`src/rtl/bpa_pkg.sv`:
```
// bpa_pkg: shared constants, types and state codes of the buddy page allocator
// no dependencies
package bpa_pkg;

  localparam int NUM_FRAMES  = 1024;
  localparam int NUM_ORDERS  = 6;
  localparam int FRAME_BYTES = 4096;

  localparam int PAGE_SHIFT = $clog2(FRAME_BYTES);
  localparam int IDX_W      = $clog2(NUM_FRAMES);
  localparam int CNT_W      = IDX_W + 1;
  localparam int ORD_W      = 3;
  localparam int SPAN       = 1 << (NUM_ORDERS - 1);
  localparam int TILED      = (NUM_FRAMES / SPAN) * SPAN;
  localparam logic [31:0] MAX_BYTES = 32'(FRAME_BYTES) << (NUM_ORDERS - 1);

  // register index taken from paddr[2]
  localparam logic REG_REGION_BASE = 1'b0;

  typedef enum logic [1:0] {
    KIND_INTERIOR = 2'd0,
    KIND_FREE     = 2'd1,
    KIND_ALLOC    = 2'd2
  } kind_t;

  typedef enum logic [1:0] {
    ST_OK        = 2'd0,
    ST_TOO_LARGE = 2'd1,
    ST_NO_BLOCK  = 2'd2,
    ST_BAD_FREE  = 2'd3
  } status_t;

  typedef struct packed {
    kind_t            kind;
    logic [ORD_W-1:0] order;
  } entry_t;

  localparam int ENTRY_W = $bits(entry_t);

  typedef struct packed {
    logic             we;
    logic [IDX_W-1:0] waddr;
    entry_t           wdata;
    logic [IDX_W-1:0] raddr;
  } ram_req_t;

  typedef enum logic [3:0] {
    S_CLEAR,
    S_IDLE,
    S_A_RD,
    S_A_CHK,
    S_A_DECIDE,
    S_A_SPLIT,
    S_F_ADDR,
    S_F_HEAD,
    S_F_STEP,
    S_F_BCHK,
    S_F_FIN,
    S_RESP
  } state_t;

endpackage

```
`src/rtl/bpa_cfg.sv`:
```
// bpa_cfg: apb-style register port holding region_base
// depends on bpa_pkg
module bpa_cfg (
  input  logic        clk,
  input  logic        rst_n,
  input  logic        psel,
  input  logic        penable,
  input  logic        pwrite,
  input  logic [2:0]  paddr,
  input  logic [31:0] pwdata,
  output logic [31:0] prdata,
  output logic        pready,
  output logic [31:0] region_base
);
  logic [31:0] region_base_r;
  logic [31:0] region_base_nxt;

  always_comb begin
    region_base_nxt = region_base_r;
    if (psel && penable && pwrite && (paddr[2] == bpa_pkg::REG_REGION_BASE)) begin
      region_base_nxt = pwdata;
    end
  end

  always_ff @(posedge clk) begin
    if (!rst_n) begin
      region_base_r <= '0;
    end else begin
      region_base_r <= region_base_nxt;
    end
  end

  assign prdata      = (paddr[2] == bpa_pkg::REG_REGION_BASE) ? region_base_r : '0;
  assign pready      = 1'b1;
  assign region_base = region_base_r;
endmodule

```
`config.mk`:
```
export PLATFORM = sky130hd
export DESIGN_NAME = bpa_cfg
export DESIGN_NICKNAME = d
export VERILOG_FILES = /design/src/rtl/bpa_pkg.sv /design/src/rtl/bpa_cfg.sv
export SDC_FILE = /design/constraint.sdc
export NUM_CORES = 1
export LEC_CHECK = 0
export BUFFER_PORTS_ARGS = -buffer_cell sky130_fd_sc_hd__buf_2
export CAP_MARGIN = 30
export CELL_PAD_IN_SITES_DETAIL_PLACEMENT = 0
export CELL_PAD_IN_SITES_GLOBAL_PLACEMENT = 1
export CORE_ASPECT_RATIO = 0.7
export CORE_UTILIZATION = 25
export DETAILED_ROUTE_END_ITERATION = 16
export GPL_TIMING_DRIVEN = 0
export PLACE_DENSITY = 0.73
export SLEW_MARGIN = 20
export SYNTH_ARGS = -nofsm -noshare
export SYNTH_HDL_FRONTEND = slang
export SYNTH_SLANG_ARGS = --single-unit
export TNS_END_PERCENT = 30
```
`constraint.sdc`:
```
create_clock -name clk -period 1.05 [get_ports clk]
set_input_delay 0.2625 -clock clk [delete_from_list [all_inputs] [get_ports clk]]
set_output_delay 0.2625 -clock clk [all_outputs]
set_load 0.1 [all_outputs]
```
# --- Word-level counts from Yosys, hierarchy flattened ---
# Cells that the tools add are included.
op_classes:
  bitwise_logic: 1
  mux: 1
  reduce_logical: 3
op_table:
  columns: ["cell", "n"]
  rows:
  - ["$mux 32", 1]
  - ["$logic_and 1x1->1", 3]
  - ["$not 1->1", 1]
word_totals:
  word_cells: 6
  out_inout_bits: 65
  in_bits: 40
  ff_bits: 32

# --- Longest topological paths before layout ---
logic_depth:
  word_depth: 3
  mapped_depth: 4
  mapped_depth_nobuf: 2

# --- Least setup slack after synthesis ---
# OpenSTA, ideal clock, no wires.
synth_path:
  path_type: "flip-flop to output port"
  startpoint: "register region_base_r[0] (netlist: region_base[0])"
  endpoint: "output port prdata[0]"
  t_arrival_ns: 2.391
  required_ns: 0.787
  n_path_buf: 0
  path_stages_with_launch: 2
  slack_ns: -1.604
  path_cell_list: "dfxtp_1 > nor2b_1"
synth_via:
  elab_chain_len: 1
synth_lines:
  columns: ["element", "line_no", "source"]
  rows:
  - ["start: declaration", "bpa_cfg.sv:15", "logic [31:0] region_base_r;"]
  - ["start signal: assignment", "bpa_cfg.sv:29", "region_base_r <= region_base_nxt;"]
  - ["$mux 32", "bpa_cfg.sv:33", "assign prdata = (paddr[2] == bpa_pkg::REG_REGION_BASE) ? region_base_r : '0;"]
  - ["end: declaration", "bpa_cfg.sv:11", "output logic [31:0] prdata,"]
# Every way passes these cells.

# --- Final worst setup path ---
layout_path:
  startpoint: "register region_base_r[24] (netlist: region_base[24])"
  endpoint: "output port prdata[24]"
# Same word-level chain as after synthesis.

==> qor.csv <==
metric;value;unit
fill_cells;439;
drive_above_1_share;64.9;%
crit_fanout;3;
cts_root_buf;clkbuf_8;
area_delta_synth_final;145;%
r2r_end;region_base[14];
grt_pass1_wl;7910;um
die_area;6470;sq um
coreArea;5810;sq um
ys_ff_latch;32;
min_path_cells;3;
cp_num_buf_inv;1;
ir_worst_vdd;0.000435;V
die_y;67.6;um
fin_crit_sh;120;%
synth_nets;217;
clock-sinks;32;
start_util;26.5;%
clock.fmax;0.795;GHz
htreeDepth;2;
crit_type;reg2out;
synthTopCellsByArea;dfxtp_1 (42%), mux2i_1 (21%), nand2_1 (16%), nor2b_1 (12%), buf_12 (3.9%);
worstHoldStart;pwdata[30];
cts_hold_buffers;0;
die_x;95.7;um
hold_ws;0.215;ns
synth_area;1540;sq um
regToRegSetupSlack;0.33;ns
grt.total_usage;16.3;%
ys_seq_area_share;41.7;%
ant_nets;0;
drc;0;
design_area;3760;sq um
clock_path_buffers;2;
netlist.area_leader.share;41.7;%
cap_violations;0;
path_cells;nor2b_4, buf_12;
status;finished with violations;
globalplace.congestion;0.669;
drt_first_pass_iters;4;
powerDensity;786;nW/um^2
synthCells;177;
path_delay_family;flip-flops;
cp-end-kind;output pin;
overflow;0;
grt_pass1_vias;1610;
grt_max_degree;11;
worstHoldPathType;in2reg;
dp_cells;352;
num_rows;23;
fin_ws;-0.208;ns
fin_nets;339;
r2r.worst_path.cells;3;
fin_cells;374;
cts_tree;built;
fin_skew;0;ns
violations;negative setup slack;
required;0.79;ns
cts.clk_slew.worst_paths;0.07;ns
detailed_place.area;2490;sq um
synth.distinct_cells;12;
syn_avg_cell_area;8.69;sq um
r2r_start;region_base[14];
initialDrtViolationCount;46;
largest_reg_flops;32;
drv_slew;0;
hold_viol;0;
hold_end;region_base[30];
startpoint;region_base[24];
antenna_cells;0;
dp_slack;-0.486;ns
antenna_found_initial;0;
ios;105;
hpwlAfterDp;3350;um
wl_per_cell;14.4;um
p_leak;0.00144;uW
num_vias;1605;
setup_viol;64;
port_buffers;100;
numCtsBuffers;5;
multi_input_area;1010;sq um
insertion_delay;0.27;ns
rsz0062_at_grt;yes;
period_needed;1.26;ns
synth_top_area_cell;dfxtp_1;
viasPerCell;4.29;
cp.arrival;1.00;ns
crit_path_start_kind;flop;
register_area;761;sq um
wirelength;5380;um
slowest_stage;dfxtp_4;
max_stage_delay;0.37;ns
ys_warn_count;0;
per-layer routing:
layer	GRT usage [%]	vias up	share of wire [%]
met3	4.73	5	7.1
met5	0	-	0
met4	4.48	0	0.72
met1	20.8	739	42
met2	27.0	64	50
li1	-	797	-
layout by cell type, fill, tap and decap left out, drive strengths merged:
cell	count
nand2	64
mux2i	32
dfxtp	32
clkbuf	15
conb	1
clkinv	1
and4b	1
buf	121
nor2b	30
and2b	2
final cells by class:
type / count / area share (%)
Clock inverter: 1 / 0.133
Clock buffer: 6 / 1.93
Buffer: 15 / 4.83
Sequential cell: 32 / 20.2
Tap cell: 75 / 2.50
Multi-Input combinational cell: 130 / 26.8
Timing Repair Buffer: 115 / 43.6
kinds of logic (layout without fill, tap and decap cells):
logic type	count (synthesis)	in the layout	share of synthesized area (%)
other	1	1	0.244
AND/OR/NAND/NOR	97	97	29.6
flip-flops	32	32	41.7
buffers and inverters	15	137	7.65
multiplexers	32	32	20.8
worst register-to-register path, delay by kind of cell (launching register included):
kind	cells	cell delay (ns)
DFF	1	0.37
muxes	1	0.14
buffers and inverters	1	0.10
and+or+nand+nor	1	0.04
what timing repair did:
action / CTS / global route
setup endpoints to repair: 64 / 79
cloned: 1 / 1
setup buffers: 0 / 13
resized for setup: 218 / 59
through the flow:
stage | utilization (%) | setup TNS, ns | power (uW)
CTS | 58.4 | -8.62 | 2940
floorplan | - | -10.46 | 1750
global route | 64.7 | -10.18 | 3110
finish | 64.7 | -7.88 | 2960
detailed placement | 42.8 | -22.07 | 1900
global placement | 42.8 | -22.57 | 1890
cells in the mapped netlist, drive strengths merged:
cell / n
mux2i: 32
nor2b: 30
and2b: 2
and4b: 1
dfxtp: 32
nand2: 64
conb: 1
clkbuf: 9
buf: 6
worst max-delay path by stage:
| stage | to | cells after the start |
|---|---|---|
| final | prdata[24] | 2 |
| after global routing | prdata[11] | 2 |
| after CTS | prdata[26] | 2 |
| after detailed placement | prdata[4] | 4 |
| after global placement | prdata[4] | 4 |
| after floorplan | prdata[0] | 1 |
power breakdown:
group / internal (uW) / switching [uW]
Combinational: 347 / 523
Clock: 450 / 424
Sequential: 1180 / 32.7
(Power assumes the default switching activity.)
