[config.mk]
export PLATFORM = sky130hd
export DESIGN_NAME = bpa_ram
export DESIGN_NICKNAME = d
export VERILOG_FILES = /design/src/rtl/bpa_ram.sv
export SDC_FILE = /design/constraint.sdc
export NUM_CORES = 1
export LEC_CHECK = 0
export BUFFER_PORTS_ARGS = -buffer_cell sky130_fd_sc_hd__buf_2
export CORE_UTILIZATION = 50
export DETAILED_ROUTE_END_ITERATION = 6
export GPL_TIMING_DRIVEN = 0
export HOLD_SLACK_MARGIN = 0.08
export PLACE_DENSITY = 0.7
export SYNTH_ARGS = -nofsm -noshare
export SYNTH_HDL_FRONTEND = slang
export SYNTH_SLANG_ARGS = --single-unit
[constraint.sdc]
create_clock -name clk -period 2.6 [get_ports clk]
set_input_delay 0.52 -clock clk [delete_from_list [all_inputs] [get_ports clk]]
set_output_delay 0.52 -clock clk [all_outputs]
set_load 0.005 [all_outputs]
[src/rtl/bpa_ram.sv]
// bpa_ram: generic simple dual-port ram, one write and one registered read
// no dependencies
module bpa_ram #(
  parameter int WIDTH = 8,
  parameter int DEPTH = 16,
  parameter int AW    = $clog2(DEPTH)
) (
  input  logic             clk,
  input  logic             we,
  input  logic [AW-1:0]    waddr,
  input  logic [WIDTH-1:0] wdata,
  input  logic [AW-1:0]    raddr,
  output logic [WIDTH-1:0] rdata
);
  logic [WIDTH-1:0] mem [DEPTH];
  logic [WIDTH-1:0] rdata_r;

  always_ff @(posedge clk) begin
    if (we) begin
      mem[waddr] <= wdata;
    end
    rdata_r <= mem[raddr];
  end

  assign rdata = rdata_r;
endmodule

Yosys cells after proc, flatten, opt, wreduce, memory -nomap -nowiden. Memory sizes are Yosys's and may differ from the RTL's. A register that Yosys moved wholly into a read port is not among the register bits. Index checks and enable logic that the tools add are counted.

Memories kept: 1. Flip-flop bits (word level): 0. Bits in read-only memories: 0. Bits in latches: 0. Bits in writable memories: 128.

$mul: 0. Equality and inequality tests: 0. Bitwise gates (word level): 0. $lt $le $gt $ge: 0. Divide/modulo/power cells: 0. Reduce and logical (&&, ||, !) cells: 0. Shift-type cells: 0. Mux-type cells: 2. Add/subtract/negate cells: 0.

Memories: mem (words 16, bits a word 8, read ports 1, clocked after Yosys merged registers in 1, wr ports 1, RTL line 15) `logic [WIDTH-1:0] mem [DEPTH];`.

Operators with widths (number): 1-bit 2-to-1 mux (2).

Logic depth before layout (Yosys ltp). Gate-level depths: netlist (run 1).

Depth after elaboration: 2. Depth in mapped cells: 5. Gate-level depth less buffers: 3.

Worst setup path before layout (run 1). Ideal clock, no wire load.

Path type: input-to-reg. From: input port waddr[2]. To: memory mem[0][0] (enable). Data arrival time: 1.630 ns. Cell stages on the path: 2. Setup time: 0.383 ns. Data required time: 2.217 ns. Buffers on the path: 0. Slack: 0.587 ns. Path through: or3b_2 nor3_1.

RTL lines: start: declaration (RTL line 10) `input logic [AW-1:0] waddr,`; end: declaration (RTL line 15).

No word-level cell before the write port.

Worst setup path in the final report (run 1).
From: input port waddr[2]. To: memory mem[0][2] (enable).

No word-level cell before the write port.

==> run_results.csv, run 1 <==
group,metric,value,unit
worst_setup_path,cp_max_fo,8,
clock_tree,ctsHoldBuffers,0,
worst_setup_path,path_class,"in2reg",
worst_setup_path,crit_required,2.73,ns
routing,first_iter_violations,260,
yosys,synthTopCellsByArea,"edfxtp_1 (75%), mux4_2 (7.9%), mux4_1 (7.1%)",
global_routing,grt.total_usage,0.203,
routing,dr_total_vias,2361,
cells_and_area,final_nets,291,
global_routing,grt_max_degree,17,
power_and_ir_drop,p_sw,0.000993,W
floorplan,die_w,103,um
worst_setup_path,r2r-start,"mem[0][2]",
timing,tns,0,ns
yosys,ys_dominant_reg_cell,"edfxtp_1",
routing,drc,0,
yosys,synthArstFlopShare,0,
yosys,synth_cell_types,19,
placed_design,dpl_cell_area,5430,um^2
cells_and_area,drive_above_1_share,0.301,
cells_and_area,fill_cells,679,
clock_tree,cts_resized,0,
routing,routedWlPerCell,22.9,um
power_and_ir_drop,power.share.sequential,0.468,
power_and_ir_drop,powerDensity,864,nW/um^2
hold_path,hold_path.class,"in2reg",
timing,finalHoldViolCount,0,
worst_setup_path,r2r_end,"rdata[2]",
yosys,synth_top_cell_by_area,"edfxtp_1",
global_routing,globalRouteOverflowTotal,0,
worst_setup_path,max_stage_delay,1.03,ns
timing,final.setup_skew,0.00448,ns
run,cap_violations,0,
routing,drt-total-wl,9.59,mm
power_and_ir_drop,swShare,0.188,
routing,viasPerCell,5.63,
power_and_ir_drop,p_comb_frac,0.043,
cells_and_area,area_growth,18.4,%
cells_and_area,antennaDiodeCount,0,
floorplan,dieArea,10700,um^2
yosys,synth_area,5150,um^2
floorplan,num_rows,36,
global_routing,grt_pass1_vias,2399,
placed_design,hpwl,6.04,mm
cells_and_area,fin_area,6090,um^2
clock_tree,clk_pin_slew,0.06,ns
worst_setup_path,reg2reg_slack,1.17,ns
global_routing,antenna_found_initial,0,
floorplan,ios,26,
worst_setup_path,critPathSlowestCell,"nor3_1",
clock_tree,htreeDepth,4,
yosys,synth_top_cell_area_share,0.747,
floorplan,core_area,9860,um^2
clock_tree,cts_sinks,136,
worst_setup_path,cp-endpoint,"mem[0][2]",
power_and_ir_drop,intPower,0.00427,W
timing,finalSetupViolCount,0,
yosys,synth.avg_cell_area,22.5,um^2
routing,dr.pass1.iters,4,
worst_setup_path,worstRegToRegCells,3,
worst_setup_path,crit_start,"waddr[2]",
timing,maxSlewViolCount,0,
placed_design,gp_congestion,0.679,
worst_setup_path,cp.arrival,2.20,ns
global_routing,grt_first_pass_wirelength,14.0,mm
floorplan,die_y,103,um
clock_tree,cts_setup_buffers,0,
power_and_ir_drop,power.leakage,2.06,nW
timing,relSlewSlack,0.103,
worst_setup_path,endpoint_kind,"flop",
timing,tightest_slew,1.33,ns
clock_tree,cts_buffers,17,
yosys,ys_seq_area_frac,0.778,
clock_tree,cts.path.max_buffers,2,
yosys,synth_common_cells,"edfxtp_1 (128), mux4_2 (18), a22oi_1 (16)",
timing,fin_crit,2.06,ns
yosys,synth-edff-count,128,
yosys,yosysMostFrequentCell,"edfxtp_1",
yosys,synth_warnings,0,
worst_setup_path,cp_cell_sequence,"buf_2, or3b_2, nor3_1",
timing,fin_crit_sh,0.794,
power_and_ir_drop,ir_drop,0.399,mV
yosys,synth_fp_nets,247,
yosys,syn_inst,229,
clock_tree,clock_latency,0.52,ns
yosys,synth-seq-cells,136,
floorplan,initial_core_util,0.522,
timing,fmax,485,MHz
status,status,"finished clean",
clock_tree,cts_root_buf,"clkbuf_8",
worst_setup_path,worstSetupStartpointType,"primary input",
power_and_ir_drop,power_frac_clock,0.489,
placed_design,io_buffers,24,
routing,ant_nets,0,
timing,rsz0062_at_grt,"false",
clock_tree,tritoncts,"built",
## worst min-delay path by stage
stage,from,end,depth (start not counted)
4_1_cts,wdata[5],mem[12][5],1
6_report,wdata[4],mem[13][4],1
5_1_grt,wdata[5],mem[13][5],1
3_5_place_dp,mem[11][2],rdata[2],3
3_3_place_gp,mem[11][2],rdata[2],3
2_1_floorplan,wdata[0],mem[0][0],0
## cell usage in the layout, fill, tap and decap left out, drive strengths merged
master / n
clkinv: 4
bufinv: 5
nand2: 9
mux4: 32
a22oi: 16
nor2b: 1
dfxtp: 8
clkinvlp: 3
or3b: 1
and2b: 1
nor2: 13
edfxtp: 128
and2: 1
nand3b: 2
buf: 31
nand3: 1
nand2b: 2
clkbuf: 21
clkdlybuf4s25: 3
nor3: 4
## routing by layer
metal | vias to the layer above | GRT usage | wire length (um) | part of all wire
met4 | 0 | 0.112 | 263 | 0.027
met3 | 20 | 0.0558 | 507 | 0.053
met1 | 1213 | 0.279 | 4180 | 0.44
met2 | 66 | 0.299 | 4640 | 0.48
met5 | - | 0 | 0 | 0
li1 | 1062 | - | - | -
## flip-flops by register name (all words and copies together), names as in the netlist
name and flops:
rdata 8, mem 128
## per-stage QoR
stage	power [W]	util	std cells	worst slack, ns	hold slack [ns]
CTS	0.00530	0.617	418	0.518	0.379
finish	0.00527	0.618	419	0.537	0.399
detailed placement	0.00274	0.551	386	0.000318	0.672
global placement	0.00273	0.551	386	0.0348	0.662
global route	0.00540	0.618	419	0.480	0.391
floorplan	0.00263	-	229	0.587	0.619
## power by group through the flow
stage	registers, W	logic (W)	clock network [W]
floorplan	0.00251	0.000124	0
global placement	0.00250	0.000225	0
detailed placement	0.00251	0.000232	0
CTS	0.00246	0.000232	0.00260
global route	0.00247	0.000247	0.00269
finish	0.00246	0.000229	0.00258
## kinds of logic (layout without fill, tap and decap cells)
| family | after synthesis | after routing | synth area share |
|---|---|---|---|
| DFF | 136 | 136 | 0.778 |
| and+or+nand+nor | 35 | 35 | 0.0318 |
| AOI/OAI and AO/OA | 16 | 16 | 0.0233 |
| buffers and inverters | 10 | 67 | 0.0168 |
| muxes | 32 | 32 | 0.150 |
## worst max-delay path: cells and delay by family
family / cells / cell delay, ns
buffers and inverters: 1 / 0.11
and+or+nand+nor: 2 / 1.56
## final cells by class
class | count | area (um^2) | share of cell area
Clock inverter | 12 | 196 | 0.0322
Tap cell | 133 | 166 | 0.0273
Multi-Input combinational cell | 83 | 1060 | 0.174
Buffer | 10 | 86.3 | 0.0142
Timing Repair Buffer | 25 | 128 | 0.0209
Clock buffer | 20 | 455 | 0.0747
Sequential cell | 136 | 4000 | 0.657
(Power assumes the default switching activity.)
==> run 2: changes to the inputs <==
- ABC_AREA: not set -> 1
- PLACE_DENSITY: 0.7 -> 0.73
- clock period: 2.6 -> 1.8 ns (I/O delays scaled with it)
==> run 2 against run 1 <==
  * Final area increased by 10%
  * Largest power group unchanged
  * Non-clock buffer count rose by 11
  * Power is 49% higher
  * Count of clock-buffer cells in the layout shrank 3
  * Die area up 12%
  * Sequential power is 45% higher
  * Highest routed layer unchanged
  * Critical path type unchanged
  * Via count is 64% higher
  * Clock skew hardly changed
==> run_results.csv, run 2 <==
group,metric,value,unit
yosys,ys_dominant_reg_cell,"edfxtp_1",
timing,whs,0.356,ns
floorplan,initial_core_util,0.523,
clock_tree,cts_resized,0,
timing,tns,0,ns
placed_design,place_ws,-0.0249,ns
yosys,synth.avg_cell_area,10.5,um^2
worst_setup_path,endpoint_kind,"flop",
power_and_ir_drop,power,0.00787,W
cells_and_area,postLayoutCoreUtil,0.608,
yosys,synth_cell_types,12,
worst_setup_path,r2r-start,"mem[11][1]",
worst_setup_path,cp.arrival,1.46,ns
clock_tree,clk_pin_slew,0.06,ns
run,cap_violations,0,
clock_tree,cts_buffers,17,
worst_setup_path,cp_cell_sequence,"buf_2, inv_1, nand2_1, nor2_1",
global_routing,grt.total_usage,0.252,
timing,maxSlewViolCount,0,
clock_tree,cts_root_buf,"clkbuf_16",
yosys,synth-edff-count,128,
timing,tightest_slew,0.970,ns
cells_and_area,largest_reg_flops,128,
cells_and_area,top_register,"mem",
routing,viasPerCell,5.20,
timing,finalHoldViolCount,0,
cells_and_area,area_growth,16.3,%
yosys,synth_warnings,0,
routing,dr_total_vias,3867,
cells_and_area,final_common_cell,"nand2_1",
worst_setup_path,cp_max_fo,8,
worst_setup_path,worstRegToRegCells,6,
routing,dr.pass1.iters,7,
yosys,synthTopCellsByArea,"edfxtp_1 (67%), nand2_1 (11%), nand3_1 (8.4%)",
worst_setup_path,crit_required,1.84,ns
worst_setup_path,r2r_end,"rdata[1]",
yosys,yosysMostFrequentCell,"nand2_1",
global_routing,antenna_found_initial,0,
power_and_ir_drop,ir_drop,0.747,mV
clock_tree,clock_latency,0.42,ns
status,status,"finished clean",
clock_tree,cts_sinks,136,
floorplan,num_rows,38,
power_and_ir_drop,powerDensity,1170,nW/um^2
floorplan,dieArea,12000,um^2
clock_tree,tritoncts,"built",
placed_design,gp_congestion,0.872,
yosys,syn_inst,551,
timing,final.setup_skew,0.00471,ns
yosys,ys_seq_area_frac,0.694,
routing,drt-total-wl,13.5,mm
timing,relSlewSlack,0.351,
routing,ant_nets,0,
timing,setup_ws,0.372,ns
cells_and_area,final_nets,610,
clock_tree,cts_setup_buffers,0,
placed_design,io_buffers,22,
clock_tree,ctsHoldBuffers,0,
clock_tree,cts.path.max_buffers,2,
hold_path,whs_endpoint,"rdata[0]",
yosys,synth_top_cell_by_area,"edfxtp_1",
routing,first_iter_violations,448,
routing,routedWlPerCell,18.2,um
hold_path,holdPathStages,4,
floorplan,core_area,11000,um^2
floorplan,die_w,109,um
power_and_ir_drop,power.leakage,2.92,nW
floorplan,die_y,109,um
yosys,synthArstFlopShare,0,
worst_setup_path,worstSetupStartpointType,"primary input",
worst_setup_path,critPathSlowestCell,"nor2_1",
worst_setup_path,max_stage_delay,0.78,ns
global_routing,globalRouteOverflowTotal,0,
cells_and_area,drive_above_1_share,0.126,
routing,drc,0,
clock_tree,htreeDepth,4,
timing,fin_crit_sh,0.794,
yosys,synth_fp_nets,569,
global_routing,grt_pass1_vias,3741,
global_routing,grt_max_degree,17,
cells_and_area,antennaDiodeCount,0,
hold_path,min_from,"raddr[2]",
timing,fin_crit,1.43,ns
yosys,synth_common_cells,"nand2_1 (173), edfxtp_1 (128), inv_1 (100)",
timing,fmax,700,MHz
hold_path,hold_path.class,"in2reg",
cells_and_area,layout_common_cells,"nand2_1 (173), edfxtp_1 (128), inv_1 (100), nand3_1 (97), buf_2 (35)",
floorplan,ios,26,
yosys,synth-seq-cells,136,
timing,rsz0062_at_grt,"false",
placed_design,hpwl,8.77,mm
worst_setup_path,path_class,"in2reg",
yosys,synth_top_cell_area_share,0.667,
worst_setup_path,reg2reg_slack,0.77,ns
global_routing,grt_first_pass_wirelength,20.7,mm
yosys,synth_area,5770,um^2
timing,finalSetupViolCount,0,
## run 2: logic make-up (layout without fill, tap and decap cells)
group / after synthesis / in the layout / share of synthesized area
DFF: 136 / 136 / 0.694
and+or+nand+nor: 289 / 289 / 0.210
buffers and inverters: 126 / 179 / 0.0952
## run 2: worst max path at each step
stage	from	end	slack, ns	cells past startpoint
after floorplan	waddr[2]	mem[10][0]	0.49	2
after global placement	waddr[3]	mem[4][1]	0.003	3
after detailed placement	waddr[3]	mem[4][1]	-0.02	3
after CTS	waddr[0]	mem[12][6]	0.40	4
after global routing	waddr[3]	mem[5][2]	0.31	3
final	waddr[0]	mem[12][6]	0.37	4
## run 2: area by class of cell
class | instances | area (um^2)
clock buffers | 17 | 425
flip-flops and latches | 136 | 4000
multi-input cells | 289 | 1210
well taps | 140 | 175
clock inverters | 14 | 230
plain buffers | 24 | 166
fillers | 894 | 4320
inverters | 102 | 383
repair buffers | 22 | 110
## run 2: stage by stage
| stage | cells | cell area, um^2 |
|---|---|---|
| finish | 744 | 6710 |
| global route | 744 | 6710 |
| CTS | 744 | 6710 |
| detailed placement | 713 | 6050 |
| global placement | 713 | 6050 |
| floorplan | 551 | 5770 |
## run 2: power by group
group	total, W	leakage, nW	switching (W)	internal (W)
Clock	0.00386	0.314	0.00128	0.00257
Sequential	0.00356	1.22	0.0000181	0.00354
Combinational	0.000456	1.39	0.000320	0.000136
## run 2: per-layer routing
| layer | vias to the layer above | GRT usage | share of wire |
|---|---|---|---|
| met5 | - | 0 | 0 |
| met4 | 0 | 0.121 | 0.025 |
| met3 | 29 | 0.0628 | 0.094 |
| met2 | 183 | 0.386 | 0.46 |
| met1 | 1799 | 0.337 | 0.43 |
| li1 | 1856 | - | - |
## run 2: worst max-delay path: cells and delay by family
| family | cells | cell delay (ns) |
|---|---|---|
| buffers and inverters | 2 | 0.18 |
| AND/OR/NAND/NOR | 2 | 0.92 |
