### config.mk
export PLATFORM = sky130hd
export DESIGN_NAME = bpa_core_flat
export DESIGN_NICKNAME = d
export VERILOG_FILES = /design/src/rtl/bpa_pkg.sv /design/src/rtl/bpa_if.sv /design/src/rtl/bpa_core.sv /design/src/flat_wrapper.sv
export SDC_FILE = /design/constraint.sdc
export NUM_CORES = 1
export LEC_CHECK = 0
export BUFFER_PORTS_ARGS = -buffer_cell sky130_fd_sc_hd__buf_4
export CORE_MARGIN = 2
export CORE_UTILIZATION = 50
export CTS_BUF_LIST = sky130_fd_sc_hd__clkbuf_4
export CTS_CLUSTER_DIAMETER = 100
export DETAILED_ROUTE_END_ITERATION = 7
export GPL_TIMING_DRIVEN = 0
export PLACE_DENSITY = 0.7
export SLEW_MARGIN = 20
export SYNTH_ARGS = -nofsm -noshare
export SYNTH_HDL_FRONTEND = slang
export SYNTH_SLANG_ARGS = --single-unit
### constraint.sdc
create_clock -name clk -period 18.1 [get_ports clk]
set_input_delay 3.62 -clock clk [delete_from_list [all_inputs] [get_ports clk]]
set_output_delay 3.62 -clock clk [all_outputs]
set_load 0.02 [all_outputs]
### src/rtl/bpa_pkg.sv
// bpa_pkg: shared constants, types and state codes of the buddy page allocator
// no dependencies
package bpa_pkg;

  localparam int NUM_FRAMES  = 1024;
  localparam int NUM_ORDERS  = 6;
  localparam int FRAME_BYTES = 4096;

  localparam int PAGE_SHIFT = $clog2(FRAME_BYTES);
  localparam int IDX_W      = $clog2(NUM_FRAMES);
  localparam int CNT_W      = IDX_W + 1;
  localparam int ORD_W      = 3;
  localparam int SPAN       = 1 << (NUM_ORDERS - 1);
  localparam int TILED      = (NUM_FRAMES / SPAN) * SPAN;
  localparam logic [31:0] MAX_BYTES = 32'(FRAME_BYTES) << (NUM_ORDERS - 1);

  // register index taken from paddr[2]
  localparam logic REG_REGION_BASE = 1'b0;

  typedef enum logic [1:0] {
    KIND_INTERIOR = 2'd0,
    KIND_FREE     = 2'd1,
    KIND_ALLOC    = 2'd2
  } kind_t;

  typedef enum logic [1:0] {
    ST_OK        = 2'd0,
    ST_TOO_LARGE = 2'd1,
    ST_NO_BLOCK  = 2'd2,
    ST_BAD_FREE  = 2'd3
  } status_t;

  typedef struct packed {
    kind_t            kind;
    logic [ORD_W-1:0] order;
  } entry_t;

  localparam int ENTRY_W = $bits(entry_t);

  typedef struct packed {
    logic             we;
    logic [IDX_W-1:0] waddr;
    entry_t           wdata;
    logic [IDX_W-1:0] raddr;
  } ram_req_t;

  typedef enum logic [3:0] {
    S_CLEAR,
    S_IDLE,
    S_A_RD,
    S_A_CHK,
    S_A_DECIDE,
    S_A_SPLIT,
    S_F_ADDR,
    S_F_HEAD,
    S_F_STEP,
    S_F_BCHK,
    S_F_FIN,
    S_RESP
  } state_t;

endpackage

### src/rtl/bpa_if.sv
// bpa_if: request and result channel interfaces
// depends on nothing
interface bpa_in_if;
  logic        valid;
  logic        ready;
  logic        mode;
  logic [31:0] request_bytes;
  logic [31:0] free_address;
  modport source(output valid, mode, request_bytes, free_address, input ready);
  modport sink(input valid, mode, request_bytes, free_address, output ready);
endinterface

interface bpa_out_if;
  logic        valid;
  logic        ready;
  logic [1:0]  status;
  logic [31:0] block_address;
  logic [2:0]  block_order;
  modport source(output valid, status, block_address, block_order, input ready);
  modport sink(input valid, status, block_address, block_order, output ready);
endinterface

### src/rtl/bpa_core.sv
// bpa_core: sequencer that walks frame state for allocate and free requests
// depends on bpa_pkg, bpa_if
module bpa_core (
  input  logic                          clk,
  input  logic                          rst_n,
  input  logic [31:0]                   region_base,
  bpa_in_if.sink                        in_ch,
  bpa_out_if.source                     out_ch,
  output bpa_pkg::ram_req_t             ram_req,
  input  logic [bpa_pkg::ENTRY_W-1:0]   ram_rdata
);
  localparam int IDX_W = bpa_pkg::IDX_W;
  localparam int CNT_W = bpa_pkg::CNT_W;
  localparam int ORD_W = bpa_pkg::ORD_W;
  localparam int PS    = bpa_pkg::PAGE_SHIFT;

  bpa_pkg::state_t  state_r, state_nxt;
  logic [CNT_W-1:0] clr_r, clr_nxt;
  logic [CNT_W-1:0] walk_r, walk_nxt;
  logic [IDX_W-1:0] idx_r, idx_nxt;
  logic [IDX_W-1:0] buddy_r, buddy_nxt;
  logic [ORD_W-1:0] ord_r, ord_nxt;
  logic [ORD_W-1:0] want_r, want_nxt;
  logic             found_r, found_nxt;
  logic [IDX_W-1:0] best_idx_r, best_idx_nxt;
  logic [ORD_W-1:0] best_ord_r, best_ord_nxt;
  logic [31:0]      off_r, off_nxt;
  bpa_pkg::status_t res_status_r, res_status_nxt;
  logic [31:0]      res_addr_r, res_addr_nxt;
  logic [ORD_W-1:0] res_ord_r, res_ord_nxt;
  logic             out_valid_r, out_valid_nxt;
  bpa_pkg::status_t out_status_r, out_status_nxt;
  logic [31:0]      out_addr_r, out_addr_nxt;
  logic [ORD_W-1:0] out_ord_r, out_ord_nxt;

  bpa_pkg::entry_t  rd;
  logic [ORD_W-1:0] want_c;
  logic [CNT_W-1:0] walk_add;
  logic [IDX_W-1:0] buddy_c;
  logic [31:0]      idx_addr;

  assign rd       = bpa_pkg::entry_t'(ram_rdata);
  assign walk_add = walk_r + (CNT_W'(1) << rd.order);
  assign buddy_c  = idx_r ^ (IDX_W'(1) << ord_r);
  assign idx_addr = region_base + (32'(idx_r) << PS);

  // smallest order whose block holds the request
  always_comb begin
    want_c = '0;
    for (int w = 0; w < bpa_pkg::NUM_ORDERS - 1; w++) begin
      want_c = want_c + ORD_W'((32'(bpa_pkg::FRAME_BYTES) << w) < in_ch.request_bytes);
    end
  end

  always_comb begin
    state_nxt      = state_r;
    clr_nxt        = clr_r;
    walk_nxt       = walk_r;
    idx_nxt        = idx_r;
    buddy_nxt      = buddy_r;
    ord_nxt        = ord_r;
    want_nxt       = want_r;
    found_nxt      = found_r;
    best_idx_nxt   = best_idx_r;
    best_ord_nxt   = best_ord_r;
    off_nxt        = off_r;
    res_status_nxt = res_status_r;
    res_addr_nxt   = res_addr_r;
    res_ord_nxt    = res_ord_r;
    out_valid_nxt  = out_valid_r && !out_ch.ready;
    out_status_nxt = out_status_r;
    out_addr_nxt   = out_addr_r;
    out_ord_nxt    = out_ord_r;
    ram_req        = '0;

    case (state_r)
      bpa_pkg::S_CLEAR: begin
        ram_req.we          = 1'b1;
        ram_req.waddr       = clr_r[IDX_W-1:0];
        ram_req.wdata.order = ORD_W'(bpa_pkg::NUM_ORDERS - 1);
        ram_req.wdata.kind  = ((clr_r & CNT_W'(bpa_pkg::SPAN - 1)) == '0 &&
                               clr_r < CNT_W'(bpa_pkg::TILED)) ?
                              bpa_pkg::KIND_FREE : bpa_pkg::KIND_INTERIOR;
        clr_nxt = clr_r + CNT_W'(1);
        if (clr_r == CNT_W'(bpa_pkg::NUM_FRAMES - 1)) begin
          state_nxt = bpa_pkg::S_IDLE;
        end
      end
      bpa_pkg::S_IDLE: begin
        if (in_ch.valid) begin
          if (!in_ch.mode) begin
            if (in_ch.request_bytes > bpa_pkg::MAX_BYTES) begin
              res_status_nxt = bpa_pkg::ST_TOO_LARGE;
              res_addr_nxt   = '0;
              res_ord_nxt    = '0;
              state_nxt      = bpa_pkg::S_RESP;
            end else begin
              want_nxt  = want_c;
              walk_nxt  = '0;
              found_nxt = 1'b0;
              state_nxt = bpa_pkg::S_A_RD;
            end
          end else begin
            off_nxt   = in_ch.free_address - region_base;
            state_nxt = bpa_pkg::S_F_ADDR;
          end
        end
      end
      bpa_pkg::S_A_RD: begin
        ram_req.raddr = walk_r[IDX_W-1:0];
        state_nxt     = bpa_pkg::S_A_CHK;
      end
      bpa_pkg::S_A_CHK: begin
        if (rd.kind == bpa_pkg::KIND_FREE && rd.order >= want_r &&
            (!found_r || rd.order < best_ord_r)) begin
          found_nxt    = 1'b1;
          best_idx_nxt = walk_r[IDX_W-1:0];
          best_ord_nxt = rd.order;
        end
        walk_nxt  = walk_add;
        state_nxt = (walk_add >= CNT_W'(bpa_pkg::TILED)) ?
                    bpa_pkg::S_A_DECIDE : bpa_pkg::S_A_RD;
      end
      bpa_pkg::S_A_DECIDE: begin
        if (found_r) begin
          idx_nxt   = best_idx_r;
          ord_nxt   = best_ord_r;
          state_nxt = bpa_pkg::S_A_SPLIT;
        end else begin
          res_status_nxt = bpa_pkg::ST_NO_BLOCK;
          res_addr_nxt   = '0;
          res_ord_nxt    = '0;
          state_nxt      = bpa_pkg::S_RESP;
        end
      end
      bpa_pkg::S_A_SPLIT: begin
        ram_req.we = 1'b1;
        if (ord_r > want_r) begin
          // free the right half, keep splitting the left
          ram_req.waddr       = idx_r + (IDX_W'(1) << (ord_r - ORD_W'(1)));
          ram_req.wdata.kind  = bpa_pkg::KIND_FREE;
          ram_req.wdata.order = ord_r - ORD_W'(1);
          ord_nxt             = ord_r - ORD_W'(1);
        end else begin
          ram_req.waddr       = idx_r;
          ram_req.wdata.kind  = bpa_pkg::KIND_ALLOC;
          ram_req.wdata.order = want_r;
          res_status_nxt      = bpa_pkg::ST_OK;
          res_addr_nxt        = idx_addr;
          res_ord_nxt         = want_r;
          state_nxt           = bpa_pkg::S_RESP;
        end
      end
      bpa_pkg::S_F_ADDR: begin
        if (off_r[PS-1:0] != '0 ||
            off_r[31:PS] >= (32-PS)'(bpa_pkg::NUM_FRAMES)) begin
          res_status_nxt = bpa_pkg::ST_BAD_FREE;
          res_addr_nxt   = '0;
          res_ord_nxt    = '0;
          state_nxt      = bpa_pkg::S_RESP;
        end else begin
          idx_nxt       = off_r[PS+IDX_W-1:PS];
          ram_req.raddr = off_r[PS+IDX_W-1:PS];
          state_nxt     = bpa_pkg::S_F_HEAD;
        end
      end
      bpa_pkg::S_F_HEAD: begin
        if (rd.kind != bpa_pkg::KIND_ALLOC) begin
          res_status_nxt = bpa_pkg::ST_BAD_FREE;
          res_addr_nxt   = '0;
          res_ord_nxt    = '0;
          state_nxt      = bpa_pkg::S_RESP;
        end else begin
          ord_nxt   = rd.order;
          state_nxt = bpa_pkg::S_F_STEP;
        end
      end
      bpa_pkg::S_F_STEP: begin
        if (ord_r < ORD_W'(bpa_pkg::NUM_ORDERS - 1) &&
            {1'b0, buddy_c} < CNT_W'(bpa_pkg::NUM_FRAMES)) begin
          ram_req.raddr = buddy_c;
          buddy_nxt     = buddy_c;
          state_nxt     = bpa_pkg::S_F_BCHK;
        end else begin
          state_nxt = bpa_pkg::S_F_FIN;
        end
      end
      bpa_pkg::S_F_BCHK: begin
        if (rd.kind == bpa_pkg::KIND_FREE && rd.order == ord_r) begin
          // the upper half of the pair becomes interior
          ram_req.we          = 1'b1;
          ram_req.waddr       = (buddy_r > idx_r) ? buddy_r : idx_r;
          ram_req.wdata.kind  = bpa_pkg::KIND_INTERIOR;
          ram_req.wdata.order = ord_r;
          idx_nxt             = (buddy_r < idx_r) ? buddy_r : idx_r;
          ord_nxt             = ord_r + ORD_W'(1);
          state_nxt           = bpa_pkg::S_F_STEP;
        end else begin
          state_nxt = bpa_pkg::S_F_FIN;
        end
      end
      bpa_pkg::S_F_FIN: begin
        ram_req.we          = 1'b1;
        ram_req.waddr       = idx_r;
        ram_req.wdata.kind  = bpa_pkg::KIND_FREE;
        ram_req.wdata.order = ord_r;
        res_status_nxt      = bpa_pkg::ST_OK;
        res_addr_nxt        = idx_addr;
        res_ord_nxt         = ord_r;
        state_nxt           = bpa_pkg::S_RESP;
      end
      bpa_pkg::S_RESP: begin
        if (!out_valid_r || out_ch.ready) begin
          out_valid_nxt  = 1'b1;
          out_status_nxt = res_status_r;
          out_addr_nxt   = res_addr_r;
          out_ord_nxt    = res_ord_r;
          state_nxt      = bpa_pkg::S_IDLE;
        end
      end
      default: begin
        state_nxt = bpa_pkg::S_IDLE;
      end
    endcase
  end

  always_ff @(posedge clk) begin
    if (!rst_n) begin
      state_r     <= bpa_pkg::S_CLEAR;
      clr_r       <= '0;
      out_valid_r <= 1'b0;
    end else begin
      state_r     <= state_nxt;
      clr_r       <= clr_nxt;
      out_valid_r <= out_valid_nxt;
    end
  end

  always_ff @(posedge clk) begin
    walk_r       <= walk_nxt;
    idx_r        <= idx_nxt;
    buddy_r      <= buddy_nxt;
    ord_r        <= ord_nxt;
    want_r       <= want_nxt;
    found_r      <= found_nxt;
    best_idx_r   <= best_idx_nxt;
    best_ord_r   <= best_ord_nxt;
    off_r        <= off_nxt;
    res_status_r <= res_status_nxt;
    res_addr_r   <= res_addr_nxt;
    res_ord_r    <= res_ord_nxt;
    out_status_r <= out_status_nxt;
    out_addr_r   <= out_addr_nxt;
    out_ord_r    <= out_ord_nxt;
  end

  assign in_ch.ready          = (state_r == bpa_pkg::S_IDLE);
  assign out_ch.valid         = out_valid_r;
  assign out_ch.status        = out_status_r;
  assign out_ch.block_address = out_addr_r;
  assign out_ch.block_order   = out_ord_r;

  // frame state is never touched while waiting for a request
  a_no_write_idle: assert property (@(posedge clk) disable iff (!rst_n)
    state_r == bpa_pkg::S_IDLE |-> !ram_req.we)
    else $error("frame write while idle");

  // an error beat carries zero address and order
  a_err_zero: assert property (@(posedge clk) disable iff (!rst_n)
    out_valid_r && out_status_r != bpa_pkg::ST_OK |-> out_addr_r == '0 && out_ord_r == '0)
    else $error("error beat with nonzero payload");

  // returned orders stay within the largest block
  a_order_range: assert property (@(posedge clk) disable iff (!rst_n)
    out_valid_r |-> out_ord_r <= ORD_W'(bpa_pkg::NUM_ORDERS - 1))
    else $error("order out of range");
endmodule

### src/flat_wrapper.sv
// flat-port wrapper written by rule: the top's interface ports become plain ports
module bpa_core_flat 
  (clk, rst_n, region_base, ram_req, ram_rdata, in_ch_valid, in_ch_mode, in_ch_request_bytes, in_ch_free_address, in_ch_ready, out_ch_valid, out_ch_status, out_ch_block_address, out_ch_block_order, out_ch_ready);
  bpa_in_if in_ch_i ();
  bpa_out_if out_ch_i ();
  input  logic clk;
  input  logic rst_n;
  input  logic [31:0] region_base;
  output bpa_pkg::ram_req_t ram_req;
  input  logic [bpa_pkg::ENTRY_W-1:0] ram_rdata;
  input wire logic [$bits(in_ch_i.valid)-1:0] in_ch_valid;
  input wire logic [$bits(in_ch_i.mode)-1:0] in_ch_mode;
  input wire logic [$bits(in_ch_i.request_bytes)-1:0] in_ch_request_bytes;
  input wire logic [$bits(in_ch_i.free_address)-1:0] in_ch_free_address;
  output wire logic [$bits(in_ch_i.ready)-1:0] in_ch_ready;
  output wire logic [$bits(out_ch_i.valid)-1:0] out_ch_valid;
  output wire logic [$bits(out_ch_i.status)-1:0] out_ch_status;
  output wire logic [$bits(out_ch_i.block_address)-1:0] out_ch_block_address;
  output wire logic [$bits(out_ch_i.block_order)-1:0] out_ch_block_order;
  input wire logic [$bits(out_ch_i.ready)-1:0] out_ch_ready;
  assign in_ch_i.valid = in_ch_valid;
  assign in_ch_i.mode = in_ch_mode;
  assign in_ch_i.request_bytes = in_ch_request_bytes;
  assign in_ch_i.free_address = in_ch_free_address;
  assign in_ch_ready = in_ch_i.ready;
  assign out_ch_valid = out_ch_i.valid;
  assign out_ch_status = out_ch_i.status;
  assign out_ch_block_address = out_ch_i.block_address;
  assign out_ch_block_order = out_ch_i.block_order;
  assign out_ch_i.ready = out_ch_ready;
  bpa_core u_core (.clk(clk), .rst_n(rst_n), .region_base(region_base), .in_ch(in_ch_i), .out_ch(out_ch_i), .ram_req(ram_req), .ram_rdata(ram_rdata));
endmodule
[After elaboration in Yosys (flattened, before gate mapping)]
Index checks and enable logic that the tools add are counted.
Word-level totals
  bits in registers: 173
  input port bits: 106
  output and inout bits: 65
Cells by class
  add/subtract/negate cells: 11
  $lt $le $gt $ge: 15
  equality and inequality tests: 32
  shift-type cells: 3
  multiplexer cells: 66
  bitwise logic cells: 3
  reductions and logical operators: 29
Operator list (number)
  $mux 32: 7
  $pmux 32 s6: 1
  $mux 10: 7
  $pmux 16 s4: 1
  $pmux 10 s3: 2
  $pmux 4 s12: 1
  $mux 3: 12
  $mux 11: 3
  $add 32x22->32: 1
  $gt 32x18->1 const B: 1
  $lt 13x32->1 const A: 1
  $lt 14x32->1 const A: 1
  $lt 15x32->1 const A: 1
  $lt 16x32->1 const A: 1
  $lt 17x32->1 const A: 1
  $mux 4: 8
  $sub 32x32->32: 1
  $pmux 11 s2: 1
  $ge 20x11->1 const B: 1
  $mux 2: 10
  $ne 2x1->1 const B: 10
  $shl 1x3->10 const A: 2
  $pmux 3 s6: 1
  $eq 4x3->1 const B: 4
  46 further kinds: 80

[Logic depth before layout (Yosys ltp)]
Gate-level depths: netlist (run 1).
  word-level depth: 5
  mapped depth: 14
  depth with buffers taken out: 13

[Worst setup path before layout (run 1)]
OpenSTA, ideal clock, no wires.
  path type: input-to-reg
  start point: input in_ch_request_bytes[11]
  end point: register u_core.res_addr_r[0] (enable)
  arrival time: 9922 ps
  slack: 7547 ps
  stages on the path: 6
  buffers on the path: 0
  cell sequence: or4_1 -> nor4_1 -> nand3_1 -> a21o_1 -> nand2_1 -> a2111oi_0
On the way
  cells in the longest elaborated chain, start to end: 3
Ends and longest elaborated chain
  start: declaration: line flat_wrapper.sv:13  | input wire logic [$bits(in_ch_i.request_bytes)-1:0] in_ch_request_bytes;
  $gt 32x18->1: line bpa_core.sv:92  | if (in_ch.request_bytes > bpa_pkg::MAX_BYTES) begin
  $ne 2x1->1 (no line)
  $reduce_and 8->1 (no line)
  end signal: assignment: line bpa_core.sv:250  | res_addr_r <= res_addr_nxt;
  end: declaration: line bpa_core.sv:29  | logic [31:0] res_addr_r, res_addr_nxt;
Every way passes these cells.
A chain may end at the register's enable or synchronous reset.

==> impl_metrics.toml, run 1 <==
[timing]
period_minus_slack_ns = 9.751
fmax_ghz = 0.1026
rsz0062_at_grt = "no"
slew_headroom_pct = 30.13
whs_ns = 0.4286
fin_skew_ns = 0.03442
setup_viol = 0
slew_viol_final = 0
tightestPinTransition_ns = 1.048
tns_ns = 0
finalHoldViolations = 0
setup_ws_ns = 8.349
fin_crit_sh_pct = 53.87

[min_path]
hold_path_depth = 0
hp-class = "reg2reg"

[synth]
synth_area_leaders = "edfxtp_1 42%, ha_1 9.9%, nand2_1 3.8%"
yosysMostFrequentCell = "edfxtp_1"
ys_top_cells_by_count = "157 x edfxtp_1, 113 x nand2_1, 109 x nor2_1, 91 x inv_1, 89 x ha_1"
yosys_warnings = 0
synth_top_area_share_pct = 41.97
synth_seq_area_share_pct = 44.82
synth_edf_count = 157
avgSynthCellArea_sq_um = 9.785
yosys.area.top_type = "edfxtp_1"
yosysUniqueCellTypes = 76
synthCells = 1148
ys_ff_latch = 173
ys_async_sr_fraction_pct = 0
synth_flop_cell = "edfxtp_1"
syn_nets = 1349
synthesis.area_sq_mm = 0.01123

[die]
dieHeight_microns = 153.9
dieArea_sq_mm = 0.02368
initial_utilization_pct = 51.16
rows = 54
die_w_microns = 153.9
pin_count = 171
core_sq_mm = 0.02196

[grt]
grt_pass1_wl_mm = 47.89
antenna_found_initial = 1
overflow = 0
grt_usage_pct = 25.92
grt_pass1_vias = 8979
grt_max_degree = 33

[place]
hpwl_mm = 24.56
place_congestion = 0.9409
numPortBuffers = 170
dpl.cell_count = 1607
placed_cell_area_sq_mm = 0.01294
dp_slack_ns = 8.531

[clock_tree]
cts_resized = 0
cts_buffers = 17
insertion_delay_ns = 0.59
cts_tree = "done"
ctsHoldBuffers = 0
cts_setup_buffers = 0
clk_pin_slew_ns = 0.18
cts.path.max_buffers = 2
cts_htree_levels = 4
clockRootBuffer = "clkbuf_4"
cts_sinks = 173

[power_and_ir_drop]
ir_drop_mv = 0.04840
cellLeakagePower_nw = 5.506
powerDensity_mw_per_mm2 = 59.28
finalPower_mw = 0.7853

[flow_run]
max_cap_violations = 0

[critical_path]
crit_type = "in2out"
worstPathRequired_ns = 14.48
cp_max_fo = 10
critPathLaunchType = "primary input"
reg2reg_depth = 14
endpoint_kind = "primary output"
critical_path_arrival_ns = 6.13

[cells_and_area]
finalNonFillerCells = 1640
num-fill-cells = 1895
stdcell_area_sq_mm = 0.01325
synthToLayoutAreaGrowth_pct = 17.94
multi_input_area_sq_mm = 0.005718
nets = 1547
drive_gt1_share_pct = 17.37
register_area_sq_mm = 0.005035
fin_util_pct = 60.34

[routing]
first_pass_iters = 5
routed_via_density = 5.813
ant_nets = 0
drtIter0Drc = 685
vias = 9534
drc = 0
wl_per_cell_microns = 18.80
wl_mm = 30.83

[status]
status = "finished, final reports clean"
routing by layer:
metal	share of wire, %	track usage [%]	wire length, microns
met5	0	0	0
met4	2.3	8.367	696
met3	6.6	4.087	2049
met2	44	39.21	13560
met1	47	38.25	14520
layout by cell type (no fill, tap or decap), types with 25 or more instances in the layout:
cell type,count
ha_1,89
nor3_1,29
a21oi_1,63
xnor2_1,39
clkbuf_1,31
nand2_1,113
buf_4,173
edfxtp_1,157
nor2_1,108
inv_1,91
a21o_1,25
o21ai_0,43
nand3_1,27
registers in the layout, indices dropped and copies added, names as in the netlist, 10 cells and up:
signal / flops
u_core.off_r: 32
u_core.best_idx_r: 10
u_core.out_ch.block_address: 32
u_core.buddy_r: 10
u_core.clr_r: 11
u_core.res_addr_r: 32
u_core.walk_r: 11
u_core.idx_r: 10
critical path, stage by stage:
cell and delay [ns]:
buf_4 0.10, clkbuf_1 0.38, xor2_1 0.12, nor4_1 0.50, nand2_1 0.23, nor3_2 0.63, a22o_1 0.25, a221o_1 0.13
buf_4 0.14
final timing paths:
| path | slack (ns) | from | to |
|---|---|---|---|
| min | 0.43 | u_core.res_addr_r[9]$_SDFFCE_PP0P_ | u_core.out_ch.block_address[9]$_DFFE_PP_ |
| max reg2reg | 13.64 | u_core.ord_r[0]$_DFFE_PP_ | u_core.res_addr_r[3]$_SDFFCE_PP0P_ |
| max | 8.35 | ram_rdata[2] | ram_req[23] |
| min reg2reg | 0.43 | u_core.res_addr_r[9]$_SDFFCE_PP0P_ | u_core.out_ch.block_address[9]$_DFFE_PP_ |
final cells by class:
| class | count | area share [%] |
|---|---|---|
| antenna | 1 | 0.01889 |
| clock inverter | 15 | 1.275 |
| clock buffer | 17 | 0.9633 |
| sequential | 173 | 38.00 |
| timing repair buffer | 179 | 10.09 |
| multi-input combinational | 843 | 43.16 |
| inverter | 93 | 2.635 |
| buffer | 39 | 1.218 |
| tap | 280 | 2.644 |
cells by family (layout without fill, tap and decap cells):
kind of cell | Yosys count | in the layout | share of synthesized area (%)
other | 0 | 1 | 0
AND/OR/NAND/NOR | 410 | 410 | 17.67
AO/OA/AOI/OAI | 273 | 273 | 16.82
multiplexers | 7 | 7 | 0.6460
buffers and inverters | 132 | 343 | 4.544
XOR/XNOR | 58 | 58 | 4.522
adder cells (fa/ha/maj) | 95 | 95 | 10.98
flip-flops | 173 | 173 | 44.82
power by group:
part	switching [mW]	internal [mW]
Sequential	0.000893	0.434
Clock	0.164	0.0647
Combinational	0.0655	0.0560
(Power assumes the default switching activity.)
==> run 2, diff against run 1 <==
- PLACE_DENSITY: 0.7 -> 0.72
- clock period: 18.1 -> 8.2 ns (I/O delays scaled with it)
==> run 2 against run 1 <==
First-iteration DRC count up 13%. Non-clock buffer count unchanged. Worst hold slack about the same. Sequential cell count unchanged. Largest cell class unchanged. Sequential power up 120%. Sequential share of layout area down 0.075 points. Via count down 0.37%.
==> impl_metrics.toml, run 2 (synthesis gave the netlist of run 1 again) <==
[routing]
drc = 0
wl_mm = 30.81
drtIter0Drc = 773
wl_per_cell_microns = 18.78
routed_via_density = 5.792
vias = 9499
first_pass_iters = 5
ant_nets = 0

[clock_tree]
cts_setup_buffers = 0
cts_htree_levels = 4
clk_pin_slew_ns = 0.16
cts_tree = "done"
insertion_delay_ns = 0.59
ctsHoldBuffers = 0
cts.path.max_buffers = 2
cts_sinks = 173
cts_buffers = 17
cts_resized = 0
clockRootBuffer = "clkbuf_4"

[place]
numPortBuffers = 170
hpwl_mm = 24.60
place_congestion = 0.9651

[critical_path]
worstPathRequired_ns = 6.56
cp_max_fo = 8
crit_type = "reg2out"
critical_path_arrival_ns = 4.65
critPathLaunchType = "register"
endpoint_kind = "primary output"

[timing]
tns_ns = 0
finalHoldViolations = 0
fin_skew_ns = 0.02001
slew_headroom_pct = 29.81
period_minus_slack_ns = 6.293
slew_viol_final = 0
whs_ns = 0.4282
setup_viol = 0
fin_crit_sh_pct = 76.75
rsz0062_at_grt = "no"
fmax_ghz = 0.1589
tightestPinTransition_ns = 1.053

[grt]
grt_pass1_wl_mm = 47.61
overflow = 0
grt_max_degree = 33
grt_usage_pct = 25.97
grt_pass1_vias = 8940
antenna_found_initial = 1

[cells_and_area]
synthToLayoutAreaGrowth_pct = 18.18
final_cell_mix = "174 x buf_4, 157 x edfxtp_1, 113 x nand2_1, 108 x nor2_1, 91 x inv_1"
num-fill-cells = 1898
layout_commonest_cell = "buf_4"
multi_input_area_sq_mm = 0.005714
drive_gt1_share_pct = 17.29
nets = 1547
register_area_sq_mm = 0.005035

[die]
dieArea_sq_mm = 0.02368
rows = 54
initial_utilization_pct = 51.16
pin_count = 171
die_w_microns = 153.9
core_sq_mm = 0.02196
dieHeight_microns = 153.9

[status]
status = "finished, final reports clean"

[min_path]
hp-class = "reg2reg"

[power_and_ir_drop]
ir_drop_mv = 0.07002
powerDensity_mw_per_mm2 = 132.4
cellLeakagePower_nw = 5.520

[flow_run]
max_cap_violations = 0
==> run 2: through the flow <==
stage          setup WS [ns]  util, %  total power, mW  cell area (sq um)  std cells
2_1_floorplan          1.467        -            1.151              11230       1148
3_3_place_gp         -0.6889    58.57            1.241              12860       1598
3_5_place_dp           2.533    58.95            1.244              12940       1607
4_1_cts                1.920    60.42            1.766              13270       1639
5_1_grt                1.572    60.46            1.826              13280       1640
6_report               1.907    60.46            1.758              13280       1640
==> run 2: critical path: stages, from the launching register on <==
cell and delay [ns]:
edfxtp_1 0.45, clkbuf_1 0.34, inv_1 0.19, ha_1 0.26
ha_1 0.44, and2_1 0.24, ha_1 0.25, a21o_1 0.15
a21o_1 0.20, a2111oi_0 0.63, o41ai_1 0.21, xor2_1 0.19
a221o_1 0.36, buf_4 0.16
==> run 2: power breakdown <==
| group | leakage (nW) | switching, mW | total [mW] | internal, mW |
|---|---|---|---|---|
| logic | 3.78 | 0.145 | 0.269 | 0.124 |
| registers | 1.58 | 0.00195 | 0.960 | 0.958 |
| clock network | 0.167 | 0.356 | 0.529 | 0.173 |
| total | 5.52 | 0.503 | 1.76 | 1.26 |
==> run 2: metal layers <==
| layer | routed length, microns | share of wire (%) | track usage [%] |
|---|---|---|---|
| met1 | 14310 | 46 | 38.07 |
| met2 | 13410 | 44 | 38.57 |
| met3 | 2323 | 7.5 | 5.299 |
| met4 | 760 | 2.5 | 8.634 |
| met5 | 0 | 0 | 0 |
==> run 2: worst paths after layout <==
| path | startpoint | end | slack, ns | depth (start not counted) |
|---|---|---|---|---|
| hold reg to reg | u_core.res_addr_r[9]$_SDFFCE_PP0P_ | u_core.out_ch.block_address[9]$_DFFE_PP_ | 0.43 | 0 |
| hold / removal | u_core.res_addr_r[9]$_SDFFCE_PP0P_ | u_core.out_ch.block_address[9]$_DFFE_PP_ | 0.43 | 0 |
| setup / recovery | u_core.ord_r[0]$_DFFE_PP_ | ram_req[22] | 1.91 | 13 |
| setup reg to reg | u_core.ord_r[0]$_DFFE_PP_ | u_core.res_addr_r[5]$_SDFFCE_PP0P_ | 3.68 | 14 |
==> run 2: layout make-up <==
type / instances / area share (%)
Antenna cell: 1 / 0.01885
Buffer: 39 / 1.216
Clock buffer: 17 / 0.9614
Clock inverter: 15 / 1.480
Inverter: 93 / 2.630
Multi-Input combinational cell: 843 / 43.04
Sequential cell: 173 / 37.93
Tap cell: 280 / 2.639
Timing Repair Buffer: 179 / 10.08
